==> src/rtl/jsp_pkg.sv <==
// Shared types and constants for the joystick port with analog sequencer.
package jsp_pkg;

	// Command codes of one request
	typedef enum logic [1:0] {
		CMD_READ  = 2'd0,
		CMD_WRITE = 2'd1,
		CMD_LOAD  = 2'd2
	} cmd_t;

	// Pad type codes; codes above PAD_NONE behave as no pad
	typedef enum logic [2:0] {
		PAD_TWO_BUTTON = 3'd0,
		PAD_DIGITAL    = 3'd1,
		PAD_SIX_MD     = 3'd2,
		PAD_SIX_SFC    = 3'd3,
		PAD_ANALOG     = 3'd4,
		PAD_NONE       = 3'd5
	} pad_type_t;

	// Configuration register indexes
	typedef enum logic [1:0] {
		REG_PORT0_TYPE = 2'd0,
		REG_PORT1_TYPE = 2'd1,
		REG_READS_STEP = 2'd2
	} reg_idx_t;

	localparam logic [3:0] SEQ_WORDS      = 4'd13;
	localparam logic [3:0] READS_RESET    = 4'd3;
	localparam logic [7:0] BYTE_ALL_HIGH  = 8'hff;
	localparam logic [7:0] WORD_LOW_TAG   = 8'h90;
	localparam logic [7:0] WORD_HIGH_TAG  = 8'hb0;
	localparam logic [7:0] WORD_BTN_TAG   = 8'h93;
	localparam logic [7:0] WORD_BTN_MASK  = 8'h0c;
	localparam logic [7:0] WORD_END       = 8'hbf;
	localparam logic [7:0] AXIS_X_RESET   = 8'h97;
	localparam logic [7:0] AXIS_Y_RESET   = 8'hb7;
	localparam logic [7:0] AXIS_T_RESET   = 8'h97;

	// One request as held in the input stage
	typedef struct packed {
		logic [1:0] cmd;
		logic       port;
		logic [7:0] write_data;
		logic [7:0] button_byte0;
		logic [7:0] button_byte1;
		logic [7:0] axis_x;
		logic [7:0] axis_y;
		logic [7:0] axis_throttle;
	} jsp_item_t;

	// Control from the port logic to the analog sequencer
	typedef struct packed {
		logic rd;
		logic restart;
	} seq_ctl_t;

endpackage

==> src/rtl/jsp_seq.sv <==
// Analog-stick readout sequencer: step counter, read counter and word select.
module jsp_seq import jsp_pkg::*; (
	input  logic       clk,
	input  logic       arst_n,
	input  seq_ctl_t   ctl,
	input  logic [3:0] reads_per_step,
	input  logic [7:0] btn0,
	input  logic [7:0] btn1,
	input  logic [7:0] ax_x,
	input  logic [7:0] ax_y,
	input  logic [7:0] ax_t,
	output logic [7:0] word
);

	logic [3:0] step_q;
	logic [3:0] reads_left_q;
	logic [3:0] reads_dec;
	logic [7:0] base_word;
	logic       at_end;

	always_comb begin
		case (step_q)
			4'd1:    base_word = btn0;
			4'd2:    base_word = btn1;
			4'd3:    base_word = WORD_LOW_TAG  | {4'd0, ax_y[7:4]};
			4'd4:    base_word = WORD_HIGH_TAG | {4'd0, ax_x[7:4]};
			4'd5:    base_word = WORD_LOW_TAG  | {4'd0, ax_t[7:4]};
			4'd6:    base_word = WORD_HIGH_TAG;
			4'd7:    base_word = WORD_LOW_TAG  | {4'd0, ax_y[3:0]};
			4'd8:    base_word = WORD_HIGH_TAG | {4'd0, ax_x[3:0]};
			4'd9:    base_word = WORD_LOW_TAG  | {4'd0, ax_t[3:0]};
			4'd10:   base_word = WORD_HIGH_TAG;
			4'd11:   base_word = WORD_BTN_TAG | (btn0 & WORD_BTN_MASK);
			4'd12:   base_word = WORD_END;
			default: base_word = BYTE_ALL_HIGH;
		endcase
	end

	// saturate at zero
	assign reads_dec = (reads_left_q != 4'd0) ? reads_left_q - 4'd1 : 4'd0;
	assign at_end    = step_q >= SEQ_WORDS;
	assign word      = (reads_dec == 4'd0 && at_end) ? BYTE_ALL_HIGH : base_word;

	always_ff @(posedge clk or negedge arst_n) begin
		if (!arst_n) begin
			step_q       <= 4'd0;
			reads_left_q <= READS_RESET;
		end else if (ctl.restart) begin
			step_q       <= 4'd0;
			reads_left_q <= reads_per_step;
		end else if (ctl.rd) begin
			if (reads_dec == 4'd0 && !at_end) begin
				step_q       <= step_q + 4'd1;
				reads_left_q <= reads_per_step;
			end else begin
				reads_left_q <= reads_dec;
			end
		end
	end

endmodule

==> src/rtl/jsp_core.sv <==
// Port state (latches, button bytes, analog values) and read data path.
module jsp_core import jsp_pkg::*; (
	input  logic       clk,
	input  logic       arst_n,
	input  logic       go,
	input  jsp_item_t  item,
	input  logic [2:0] port0_pad_type,
	input  logic [2:0] port1_pad_type,
	input  logic [3:0] reads_per_step,
	output logic [7:0] read_data
);

	logic [7:0] latch_q   [2];
	logic [7:0] buttons_q [4];
	logic [7:0] axis_x_q, axis_y_q, axis_t_q;
	logic [2:0] ty;
	logic       high;
	logic [7:0] seq_word;
	logic [1:0] idx0, idx1;
	seq_ctl_t   ctl;

	assign ty   = item.port ? port1_pad_type : port0_pad_type;
	assign high = latch_q[item.port] == BYTE_ALL_HIGH;
	assign idx0 = {item.port, 1'b0};
	assign idx1 = {item.port, 1'b1};

	assign ctl.rd      = go && item.cmd == CMD_READ && ty == PAD_ANALOG && !item.port;
	assign ctl.restart = go && item.cmd == CMD_WRITE && ty == PAD_ANALOG && !item.port
		&& item.write_data == 8'd0 && latch_q[0] == BYTE_ALL_HIGH;

	jsp_seq u_seq (
		.clk            (clk),
		.arst_n         (arst_n),
		.ctl            (ctl),
		.reads_per_step (reads_per_step),
		.btn0           (buttons_q[0]),
		.btn1           (buttons_q[1]),
		.ax_x           (axis_x_q),
		.ax_y           (axis_y_q),
		.ax_t           (axis_t_q),
		.word           (seq_word)
	);

	always_comb begin
		case (ty)
			PAD_ANALOG:
				read_data = item.port ? BYTE_ALL_HIGH : seq_word;
			PAD_DIGITAL, PAD_SIX_MD, PAD_SIX_SFC:
				read_data = high ? buttons_q[idx1] : buttons_q[idx0];
			PAD_TWO_BUTTON:
				read_data = high ? BYTE_ALL_HIGH : buttons_q[idx0];
			default:
				read_data = BYTE_ALL_HIGH;
		endcase
	end

	always_ff @(posedge clk or negedge arst_n) begin
		if (!arst_n) begin
			latch_q[0]   <= 8'd0;
			latch_q[1]   <= 8'd0;
			buttons_q[0] <= BYTE_ALL_HIGH;
			buttons_q[1] <= BYTE_ALL_HIGH;
			buttons_q[2] <= BYTE_ALL_HIGH;
			buttons_q[3] <= BYTE_ALL_HIGH;
			axis_x_q     <= AXIS_X_RESET;
			axis_y_q     <= AXIS_Y_RESET;
			axis_t_q     <= AXIS_T_RESET;
		end else if (go) begin
			if (item.cmd == CMD_WRITE && ty <= PAD_ANALOG) begin
				latch_q[item.port] <= item.write_data;
			end
			if (item.cmd == CMD_LOAD) begin
				buttons_q[idx0] <= item.button_byte0;
				buttons_q[idx1] <= item.button_byte1;
				if (ty == PAD_ANALOG) begin
					axis_x_q <= item.axis_x;
					axis_y_q <= item.axis_y;
					axis_t_q <= item.axis_throttle;
				end
			end
		end
	end

endmodule

==> src/rtl/joystick_port_with_analog_sequencer.sv <==
// Top level: request input stage, configuration registers and read result register.
// A read request passes through the input stage and then the result register, which
// offers its result until it is taken.
// Throughput: one request per cycle; a read holds in the input stage while an untaken
// result waits, stalling the requests behind it; write or load requests never hold there.
// A write or load request gives no result and retires in the cycle after acceptance.
// Reset (arst_n low, asynchronous): pad types 0, reads_per_step 3, latches 0,
// button bytes 0xff, analog values 0x97/0xb7/0x97, sequencer at step 0.
module joystick_port_with_analog_sequencer import jsp_pkg::*; (
	input  logic       clk,
	input  logic       arst_n,
	// request channel
	input  logic       in_valid,
	output logic       in_ready,
	input  logic [1:0] cmd,
	input  logic       port,
	input  logic [7:0] write_data,
	input  logic [7:0] button_byte0,
	input  logic [7:0] button_byte1,
	input  logic [7:0] axis_x,
	input  logic [7:0] axis_y,
	input  logic [7:0] axis_throttle,
	// result channel
	output logic       out_valid,
	input  logic       out_ready,
	output logic [7:0] read_data,
	// configuration write port
	input  logic       cfg_we,
	input  logic [1:0] cfg_index,
	input  logic [3:0] cfg_data
);

	jsp_item_t  item_s1;
	logic       valid_s1;
	logic       is_read_s1;
	logic       go_s1;
	logic       out_valid_q;
	logic [7:0] read_data_q;
	logic [7:0] core_data;
	logic [2:0] port0_type_q;
	logic [2:0] port1_type_q;
	logic [3:0] reads_step_q;

	// A read may leave the input stage only when the result register is free
	// or being emptied in this cycle; other requests leave at once.
	assign is_read_s1 = item_s1.cmd == CMD_READ;
	assign go_s1      = valid_s1 && (!is_read_s1 || !out_valid_q || out_ready);
	assign in_ready   = !valid_s1 || go_s1;

	// Input stage: hold the request until it is processed.
	always_ff @(posedge clk or negedge arst_n) begin
		if (!arst_n) begin
			valid_s1 <= 1'b0;
		end else if (in_ready) begin
			valid_s1 <= in_valid;
		end
	end

	always_ff @(posedge clk) begin
		if (in_valid && in_ready) begin
			item_s1 <= '{cmd: cmd, port: port, write_data: write_data,
				button_byte0: button_byte0, button_byte1: button_byte1,
				axis_x: axis_x, axis_y: axis_y, axis_throttle: axis_throttle};
		end
	end

	// Configuration registers; the user must write them only while the block is idle (not enforced).
	always_ff @(posedge clk or negedge arst_n) begin
		if (!arst_n) begin
			port0_type_q <= PAD_TWO_BUTTON;
			port1_type_q <= PAD_TWO_BUTTON;
			reads_step_q <= READS_RESET;
		end else if (cfg_we) begin
			unique case (cfg_index)
				REG_PORT0_TYPE: port0_type_q <= cfg_data[2:0];
				REG_PORT1_TYPE: port1_type_q <= cfg_data[2:0];
				REG_READS_STEP: reads_step_q <= cfg_data;
				default: ;
			endcase
		end
	end

	// Port state and read path; state advances as the request leaves stage one.
	jsp_core u_core (
		.clk            (clk),
		.arst_n         (arst_n),
		.go             (go_s1),
		.item           (item_s1),
		.port0_pad_type (port0_type_q),
		.port1_pad_type (port1_type_q),
		.reads_per_step (reads_step_q),
		.read_data      (core_data)
	);

	// Result register: load on a read leaving stage one, drop when taken.
	always_ff @(posedge clk or negedge arst_n) begin
		if (!arst_n) begin
			out_valid_q <= 1'b0;
		end else if (go_s1 && is_read_s1) begin
			out_valid_q <= 1'b1;
		end else if (out_ready) begin
			out_valid_q <= 1'b0;
		end
	end

	always_ff @(posedge clk) begin
		if (go_s1 && is_read_s1) begin
			read_data_q <= core_data;
		end
	end

	assign out_valid = out_valid_q;
	assign read_data = read_data_q;

endmodule
==> config.mk <==
export PLATFORM = sky130hd
export DESIGN_NAME = joystick_port_with_analog_sequencer
export DESIGN_NICKNAME = d
export VERILOG_FILES = /design/src/rtl/jsp_pkg.sv /design/src/rtl/jsp_seq.sv /design/src/rtl/jsp_core.sv /design/src/rtl/joystick_port_with_analog_sequencer.sv
export SDC_FILE = /design/constraint.sdc
export NUM_CORES = 1
export LEC_CHECK = 0
export BUFFER_PORTS_ARGS = -buffer_cell sky130_fd_sc_hd__buf_4
export CAP_MARGIN = 20
export CORE_MARGIN = 1.5
export CORE_UTILIZATION = 58
export DETAILED_ROUTE_END_ITERATION = 7
export PLACE_DENSITY = 0.81
export SLEW_MARGIN = 20
export SYNTH_ARGS = -nofsm -noshare
export SYNTH_HDL_FRONTEND = slang
export SYNTH_SLANG_ARGS = --single-unit
==> constraint.sdc <==
create_clock -name clk -period 3.1 [get_ports clk]
set_input_delay 0.62 -clock clk [delete_from_list [all_inputs] [get_ports clk]]
set_output_delay 0.62 -clock clk [all_outputs]
set_load 0.01 [all_outputs]
==> results of run 1 <==
==> worst max-delay path: cells and delay by family, from the launching register on <==
family	cells	cell delay [ps]
AO/OA/AOI/OAI	2	500
buffers and inverters	1	120
adder cells (fa/ha/maj)	1	590
flip-flops	1	420
AND/OR/NAND/NOR	3	640
==> cells by family after synthesis <==
family                     after synthesis
and+or+nand+nor                         91
DFF                                    151
muxes                                   88
adders and majority gates                5
AOI/OAI and AO/OA                       70
xor gates and xnor gates                 3
buffers and inverters                   23
==> metal layers <==
metal	track usage, %	wire length, um	up-vias
met5	0	0	-
met4	11.6	426	0
met3	6.99	749	38
met2	39.2	6420	158
met1	30.7	5350	1993
li1	-	-	1814
==> registers in the layout, summed over array words and instances (netlist names) <==
name / flops
valid_s1: 1
read_data: 8
item_s1: 51
port1_type_q: 3
reads_step_q: 4
u_core.u_seq.reads_left_q: 4
u_core.axis_x_q: 8
u_core.u_seq.step_q: 4
u_core.axis_t_q: 8
u_core.latch_q: 16
u_core.axis_y_q: 8
u_core.buttons_q: 32
port0_type_q: 3
out_valid: 1
==> synth_stat cells, types with 3 or more instances <==
cell type / count
a221oi_1: 4
ha_1: 5
o21ai_0: 7
inv_1: 6
o211ai_1: 5
dfrtp_1: 40
or2_2: 3
a31oi_1: 5
a21oi_1: 8
a32oi_1: 4
nor2b_1: 6
mux2_2: 85
nand3_1: 4
a22oi_1: 9
nand2_1: 11
nor4_1: 5
nand4_1: 4
xnor2_1: 3
or4_1: 3
clkbuf_1: 7
nor2_1: 19
nor3_1: 10
edfxtp_1: 59
mux2i_1: 3
nand3b_1: 3
o221ai_1: 8
a211oi_1: 3
dfstp_2: 52
buf_2: 9
==> metrics by stage <==
stage / hold slack [ps] / setup slack (ps) / cells / power (mW) / util [%]
global placement: 465 / 834 / 629 / 3.74 / 65.4
finish: 123 / 708 / 661 / 5.90 / 71.1
global route: 159 / 509 / 661 / 6.15 / 71.1
floorplan: 324 / 644 / 431 / 3.48 / -
CTS: 224 / 713 / 661 / 5.94 / 71.0
detailed placement: 472 / 737 / 629 / 3.82 / 65.4
==> cell type report <==
class	count	area share, %
timing repair buffer	75	7.38
tap	140	2.28
clock buffer	25	6.32
inverter	6	0.293
clock inverter	7	1.53
multi-input combinational	257	28.3
sequential	151	53.9
==> path summary, 6_finish.rpt <==
path	end	slack (ps)	depth (start not counted)
setup reg to reg	u_core.u_seq.reads_left_q[3]	710	7
hold reg to reg	u_core.axis_x_q[6]	480	1
hold / removal	u_core.latch_q[1]	120	1
max in group asynchronous	u_core.buttons_q[0]	2300	2
min in group clk	item_s1[32]	250	1
setup / recovery	u_core.u_seq.reads_left_q[3]	710	7
==> power groups by stage <==
stage / registers (mW) / logic [mW] / clock network, mW
2_1_floorplan: 2.84 / 0.646 / 0
3_3_place_gp: 2.92 / 0.822 / 0
3_5_place_dp: 2.95 / 0.871 / 0
4_1_cts: 2.93 / 0.886 / 2.12
5_1_grt: 2.98 / 0.972 / 2.20
6_report: 2.93 / 0.885 / 2.09
==> impl_metrics.json, run 1 <==
{
  "crit_type": "flop to flop",
  "rsz0062_at_grt": "false",
  "grt_start_max_net_pins": 86,
  "yosys-top-cells-area": "edfxtp_1, dfstp_2, dfrtp_1, mux2_2, nor2_1",
  "avgSynthCellArea_um2": 14.8,
  "cp-start-kind": "flop",
  "crit_slowest_cell": "ha_1",
  "cp_max_fo": 17,
  "core_area_mm2": 0.0108,
  "drive_gt1_share_pct": 49.7,
  "grtUsageTotal_pct": 24.4,
  "antenna_cells": 0,
  "required_ps": 3520,
  "final_common_cell": "mux2_2",
  "nets": 575,
  "syn_nets": 498,
  "route.vias.total": 4003,
  "die_h_um": 108,
  "slew_headroom_pct": 39.0,
  "setup_tns_ps": 0,
  "postSynthCellCount": 431,
  "synth_top_family_by_area": "multiplexers",
  "finalClockSkew_ps": 11.3,
  "antenna_found_initial": 0,
  "via_per_inst": 6.06,
  "fp-row-count": 38,
  "cts_buffers": 17,
  "synth_ff_type": "edfxtp_1",
  "firstDrtPassIters": 5,
  "fin_area_mm2": 0.00768,
  "finalCriticalPeriod_ps": 2390,
  "io_buffers": 71,
  "wl_um": 12900,
  "cpPeakStageDelay_ps": 590,
  "fp.dieArea_mm2": 0.0117,
  "p_comb_share_pct": 15.0,
  "worstHoldPathType": "input port to async pin",
  "power.switching_mw": 1.46,
  "grt_remaining_overflow": 0,
  "r2r-start": "u_core.u_seq.step_q[1]",
  "cts_resized": 0,
  "synth_edf_count": 59,
  "switching_share_pct": 24.8,
  "yosys.area_share.adder_pct": 0.978,
  "initial_utilization_pct": 59.3,
  "ant_nets": 0,
  "clock_latency_ps": 540,
  "drc_errors": 0,
  "powerDensity_mw_per_mm2": 769,
  "tightest_slew_ps": 911,
  "synth_compound_area_share_pct": 8.19,
  "place_congestion": 0.844,
  "setup_viol": 0,
  "leakage_nw": 3.02,
  "cts_tree": "built",
  "synth_xor_area_share_pct": 0.411,
  "syn_to_final_growth_pct": 20.0,
  "ys_types": 60,
  "clk_pin_slew_worst_paths_ps": 60,
  "p_seq_share_pct": 49.7,
  "cts_setup_buffers": 0,
  "clkSinkCount": 151,
  "fillers": 717,
  "htree_levels": 4,
  "syn-cell-area_mm2": 0.00640,
  "cp-end-kind": "flop",
  "clockPowerShare_pct": 35.4,
  "dp_hpwl_um": 8700,
  "cts_hold_buf": 0,
  "drt_iter0_drc": 358,
  "ios": 72,
  "post-route-period-util_pct": 77.2,
  "root_buffer": "clkbuf_8",
  "p_int_mw": 4.44,
  "synth.top_cell.area_share_pct": 27.7,
  "post_drt_wl_per_cell_um": 19.6,
  "irDropWorstVdd_mv": 0.503,
  "grt_pass1_vias": 4133,
  "dpl_cell_area_mm2": 0.00706,
  "ys_seq_area_share_pct": 64.7,
  "final_cell_mix": "mux2_2, buf_4, edfxtp_1",
  "ff_latch_area_mm2": 0.00414,
  "ys_seq_elements": 151,
  "async_reset_ff_share_pct": 60.9,
  "cap_viol_max_count": 0,
  "yosys.area.top_type": "edfxtp_1",
  "yosysWarnings": 0,
  "finalMaxSlewViolations": 0,
  "grt_pass1_wl_um": 20800,
  "startpoint": "u_core.u_seq.step_q[1]",
  "multi_input_area_mm2": 0.00217,
  "max_freq_mhz": 418,
  "status": "finished, final reports clean",
  "synthMuxAreaShare_pct": 15.4,
  "crit_arrival_ps": 2810,
  "synthSimpleGateAreaFrac_pct": 8.76,
  "cts.path.max_buffers": 2,
  "path_cells": "inv_1, ha_1, nor2b_1, o21ai_1, nor2_1, or2_2, a32o_1",
  "finalHoldViolCount": 0,
  "dieWidth_um": 108
}
Note: power is estimated with default switching activity, not from simulation.
==> run 2: changes to the inputs <==
--- a/config.mk
+++ b/config.mk
@@ -8,9 +8,9 @@
 export BUFFER_PORTS_ARGS = -buffer_cell sky130_fd_sc_hd__buf_4
 export CAP_MARGIN = 20
 export CORE_MARGIN = 1.5
-export CORE_UTILIZATION = 58
+export CORE_UTILIZATION = 52
 export DETAILED_ROUTE_END_ITERATION = 7
-export PLACE_DENSITY = 0.81
+export PLACE_DENSITY = 0.77
 export SLEW_MARGIN = 20
 export SYNTH_ARGS = -nofsm -noshare
 export SYNTH_HDL_FRONTEND = slang
==> constraint.sdc (replaced) <==
create_clock -name clk -period 2.06 [get_ports clk]
set_input_delay 0.412 -clock clk [delete_from_list [all_inputs] [get_ports clk]]
set_output_delay 0.412 -clock clk [all_outputs]
set_load 0.01 [all_outputs]
==> impl_metrics.json, run 2 (synthesized netlist as in run 1, its figures left out) <==
{
  "post-route-period-util_pct": 95.6,
  "cp_max_fo": 12,
  "grt_pass1_wl_um": 22100,
  "route.vias.total": 4093,
  "largest_reg_flops": 51,
  "dp_hpwl_um": 9500,
  "final_common_cell": "buf_4",
  "tightest_slew_ps": 530,
  "drt_iter0_drc": 303,
  "grt_remaining_overflow": 0,
  "io_buffers": 71,
  "firstDrtPassIters": 4,
  "cts_buffers": 17,
  "post_drt_wl_per_cell_um": 19.6,
  "crit_type": "flop to flop",
  "initial_utilization_pct": 53.3,
  "die_h_um": 114,
  "grtUsageTotal_pct": 22.7,
  "rsz0062_at_grt": "false",
  "setup_slack_ps": 91.0,
  "dp_slack_ps": 74.4,
  "regMostFlops": "item_s1",
  "wl_um": 13500,
  "cp-start-kind": "flop",
  "grt_start_max_net_pins": 52,
  "irDropWorstVdd_mv": 0.783,
  "leakage_nw": 3.15,
  "finalClockSkew_ps": 7.98,
  "clkSinkCount": 151,
  "setup_tns_ps": 0,
  "powerDensity_mw_per_mm2": 1150,
  "multi_input_area_mm2": 0.00217,
  "cts_tree": "built",
  "grt_pass1_vias": 4332,
  "required_ps": 2220,
  "root_buffer": "clkbuf_16",
  "syn_to_final_growth_pct": 23.8,
  "cts.path.max_buffers": 2,
  "via_per_inst": 5.94,
  "fp.dieArea_mm2": 0.0130,
  "htree_levels": 4,
  "p_total_mw": 9.11,
  "slew_headroom_pct": 64.3,
  "ant_nets": 0,
  "dieWidth_um": 114,
  "nets": 597,
  "cap_viol_max_count": 0,
  "fin_util_pct": 65.9,
  "ff_latch_area_mm2": 0.00414,
  "status": "finished, final reports clean",
  "clock_latency_ps": 420,
  "antenna_cells": 0,
  "clk_pin_slew_worst_paths_ps": 60,
  "final_cell_mix": "buf_4, mux2_2, edfxtp_1",
  "finalMaxSlewViolations": 0,
  "finalCriticalPeriod_ps": 1970,
  "setup_viol": 0,
  "crit_arrival_ps": 2130,
  "ios": 72,
  "core_area_mm2": 0.0120,
  "antenna_found_initial": 0,
  "finalHoldViolCount": 0,
  "hold-worst-slack_ps": 163,
  "fp-row-count": 40,
  "drc_errors": 0,
  "fillers": 855,
  "cp-end-kind": "flop",
  "place_congestion": 0.828,
  "reg_top3": "item_s1: 51 flops, u_core.buttons_q: 32 flops, u_core.latch_q: 16 flops",
  "max_freq_mhz": 508,
  "drive_gt1_share_pct": 52.6,
  "worstHoldPathType": "input port to flop"
}
-- run 2: cell count changes in the layout (fill, tap and decap cells not counted), sizes merged, moves of 2 or more --
cell | previous run | this run
clkinvlp | 1 | 3
buf | 75 | 96
clkinv | 1 | 3
clkbuf | 25 | 20
-- run 2: repair_timing --
item,in CTS,in global routing
gates resized for setup,1,3
setup endpoints to repair,1,6
buffers inserted,0,3
hold endpoints to repair,13,0
hold buffers,1,0
pin swaps,0,1
-- run 2: final cells by class --
class,instances,share of cell area [%]
tap,147,2.32
clock inverter,11,2.16
sequential,151,52.3
timing repair buffer,97,9.70
clock buffer,20,5.78
multi-input combinational,257,27.5
inverter,6,0.284
-- run 2: worst max-delay path: stages (launching register included) --
cell     delay (ps)
dfrtp_1         430
ha_1            470
nor3_1          150
o21ai_1         160
nand3_1         170
nor3_1          260
a31oi_1          70
-- run 2: per-layer routing --
layer	part of all wire (%)	up-vias	global-route usage, %
met4	1.9	0	9.17
met3	4.3	23	6.00
met1	42	2102	28.4
li1	-	1853	-
met2	51	115	37.9
met5	0	-	0
-- run 2: final timing paths --
check | cells past startpoint | end | from | slack, ps
setup / recovery | 6 | read_data[3] | u_core.u_seq.step_q[0] | 90
hold / removal | 1 | item_s1[28] | button_byte1[4] | 160
setup reg to reg | 6 | read_data[3] | u_core.u_seq.step_q[0] | 90
hold reg to reg | 1 | u_core.axis_t_q[7] | item_s1[7] | 480
max in group asynchronous | 3 | reads_step_q[1] | arst_n | 970
min in group asynchronous | 2 | u_core.latch_q[6] | arst_n | 430
-- run 2: per-stage QoR --
stage / area (um^2) / instances
finish: 7920 / 689
global route: 7920 / 689
CTS: 7890 / 686
detailed placement: 7240 / 654
global placement: 7240 / 654
floorplan: 6400 / 431
-- run 2: where the power goes --
part	internal [mW]	switching (mW)
sequential	3.98	0.441
combinational	0.792	0.638
clock	2.09	1.17
==> run 3: changes to the inputs <==
--- a/config.mk
+++ b/config.mk
@@ -11,6 +11,7 @@
 export CORE_UTILIZATION = 52
 export DETAILED_ROUTE_END_ITERATION = 7
 export PLACE_DENSITY = 0.77
+export RECOVER_POWER = 50
 export SLEW_MARGIN = 20
 export SYNTH_ARGS = -nofsm -noshare
 export SYNTH_HDL_FRONTEND = slang
==> impl_metrics.json, run 3 (synthesized netlist as in run 1, its figures left out) <==
{
  "status": "finished, final reports clean",
  "clockPowerShare_pct": 35.8,
  "cpMostUsedCell": "nor3_1",
  "root_buffer": "clkbuf_16",
  "critical_path.top_delay_family": "simple AND/OR/NAND/NOR gates",
  "grt_pass1_wl_um": 22100,
  "wl_um": 13500,
  "p_int_mw": 6.85,
  "hold-worst-slack_ps": 188,
  "cp-start-kind": "flop",
  "crit_arrival_ps": 2130,
  "power.switching_mw": 2.25,
  "dp_hpwl_um": 9500,
  "finalClockSkew_ps": 6.18,
  "leakage_nw": 3.13,
  "fp.dieArea_mm2": 0.0130,
  "io_buffers": 71,
  "drc_errors": 0,
  "drt_iter0_drc": 343,
  "clkSinkCount": 151,
  "finalCriticalPeriod_ps": 1970,
  "firstDrtPassIters": 4,
  "nets": 597,
  "post_drt_wl_per_cell_um": 19.6,
  "fp-row-count": 40,
  "cp_max_fo": 12,
  "grt_remaining_overflow": 0,
  "finalMaxSlewViolations": 0,
  "cts_buffers": 17,
  "drive_gt1_share_pct": 52.0,
  "cts_tree": "built",
  "post-route-period-util_pct": 95.6,
  "antenna_found_initial": 0,
  "reg_top3": "item_s1: 51 flops, u_core.buttons_q: 32 flops, u_core.latch_q: 16 flops",
  "final_cell_mix": "mux2_2, edfxtp_1, dfstp_2",
  "path_buf_inv": 0,
  "rsz0062_at_grt": "false",
  "p_comb_share_pct": 15.6,
  "irDropWorstVdd_mv": 0.783,
  "switching_share_pct": 24.7,
  "grt_pass1_vias": 4332,
  "fillers": 859,
  "syn_to_final_growth_pct": 23.3,
  "path_cells": "ha_1, nor3_1, o21ai_1, nand3_1, nor3_1, a31oi_1",
  "setup_viol": 0,
  "clock_latency_ps": 420,
  "final_common_cell": "mux2_2",
  "powerDensity_mw_per_mm2": 1150,
  "slew_headroom_pct": 31.8,
  "cap_viol_max_count": 0,
  "place_congestion": 0.828,
  "finalHoldViolCount": 0,
  "antenna_cells": 0,
  "p_seq_share_pct": 48.6,
  "cpPeakStageDelay_ps": 470,
  "worstHoldPathType": "input port to flop",
  "largest_reg_flops": 51,
  "htree_levels": 4,
  "cts.path.max_buffers": 2,
  "dieWidth_um": 114,
  "initial_utilization_pct": 53.3,
  "setup_tns_ps": 0,
  "ant_nets": 0,
  "tightest_slew_ps": 1020,
  "instances_no_fill": 689,
  "placedCellCount": 654,
  "p_total_mw": 9.10,
  "via_per_inst": 5.95,
  "grt_start_max_net_pins": 52,
  "clk_pin_slew_worst_paths_ps": 60,
  "ios": 72,
  "cp-end-kind": "flop",
  "core_area_mm2": 0.0120,
  "grtUsageTotal_pct": 22.7,
  "crit_slowest_cell": "ha_1",
  "die_h_um": 114,
  "regMostFlops": "item_s1",
  "max_freq_mhz": 508,
  "crit_type": "flop to flop",
  "required_ps": 2220,
  "route.vias.total": 4102
}
-- run 3: cell count changes in the layout (fill, tap and decap cells not counted) --
cell	before	now
buf_12	3	2
buf_2	0	1
buf_4	93	38
clkbuf_1	2	5
clkbuf_2	0	1
clkbuf_4	0	51
-- run 3: per-layer routing --
| layer | global-route usage, % | vias to the layer above | wire length [um] |
|---|---|---|---|
| li1 | - | 1852 | - |
| met1 | 28.4 | 2102 | 5720 |
| met4 | 9.17 | 0 | 236 |
| met5 | 0 | - | 0 |
| met3 | 6.00 | 21 | 682 |
| met2 | 37.9 | 127 | 6890 |
-- run 3: final cells by class --
| type | instances | area, um^2 | area share (%) |
|---|---|---|---|
| sequential | 151 | 4140 | 52.5 |
| clock inverter | 11 | 171 | 2.17 |
| clock buffer | 20 | 458 | 5.80 |
| tap | 147 | 184 | 2.33 |
| timing repair buffer | 97 | 739 | 9.37 |
| inverter | 6 | 22.5 | 0.285 |
| multi-input combinational | 257 | 2170 | 27.6 |
-- run 3: timing repair --
action                     CTS  global route
pin swaps                    0             1
hold endpoints to repair    13             0
buffers inserted             0             3
hold buffers                 1             0
gates resized for setup      1             3
setup endpoints to repair    1             6
-- run 3: power by group through the flow --
stage,Sequential [mW],Clock (mW),Combinational (mW)
6_report,4.42,3.26,1.42
5_1_grt,4.48,3.45,1.55
4_1_cts,4.40,3.31,1.42
3_5_place_dp,4.45,0,1.40
3_3_place_gp,4.41,0,1.31
2_1_floorplan,4.27,0,0.972
-- run 3: worst register-to-register path, delay by kind of cell (launching register included) --
kind | cells | cell delay (ps)
simple gates | 3 | 590
fa+ha+maj | 1 | 470
flops | 1 | 430
compound gates | 2 | 230
-- run 3: worst paths after layout --
check	startpoint	to	slack [ps]	cells after the start
max	u_core.u_seq.step_q[0]	read_data[3]	90	6
min	axis_throttle[6]	item_s1[6]	190	1
max reg2reg	u_core.u_seq.step_q[0]	read_data[3]	90	6
min reg2reg	item_s1[7]	u_core.axis_t_q[7]	480	1
max in group asynchronous	arst_n	u_core.axis_x_q[6]	340	3
min in group asynchronous	arst_n	u_core.latch_q[6]	430	2
-- run 3: through the flow --
step / instance area (um^2) / setup slack, ps / utilization (%)
finish: 7890 / 90.7 / 65.7
global placement: 7240 / 192 / 60.3
floorplan: 6400 / 234 / -
global route: 7890 / 21.4 / 65.7
CTS: 7890 / 12.4 / 65.7
detailed placement: 7240 / 74.4 / 60.3
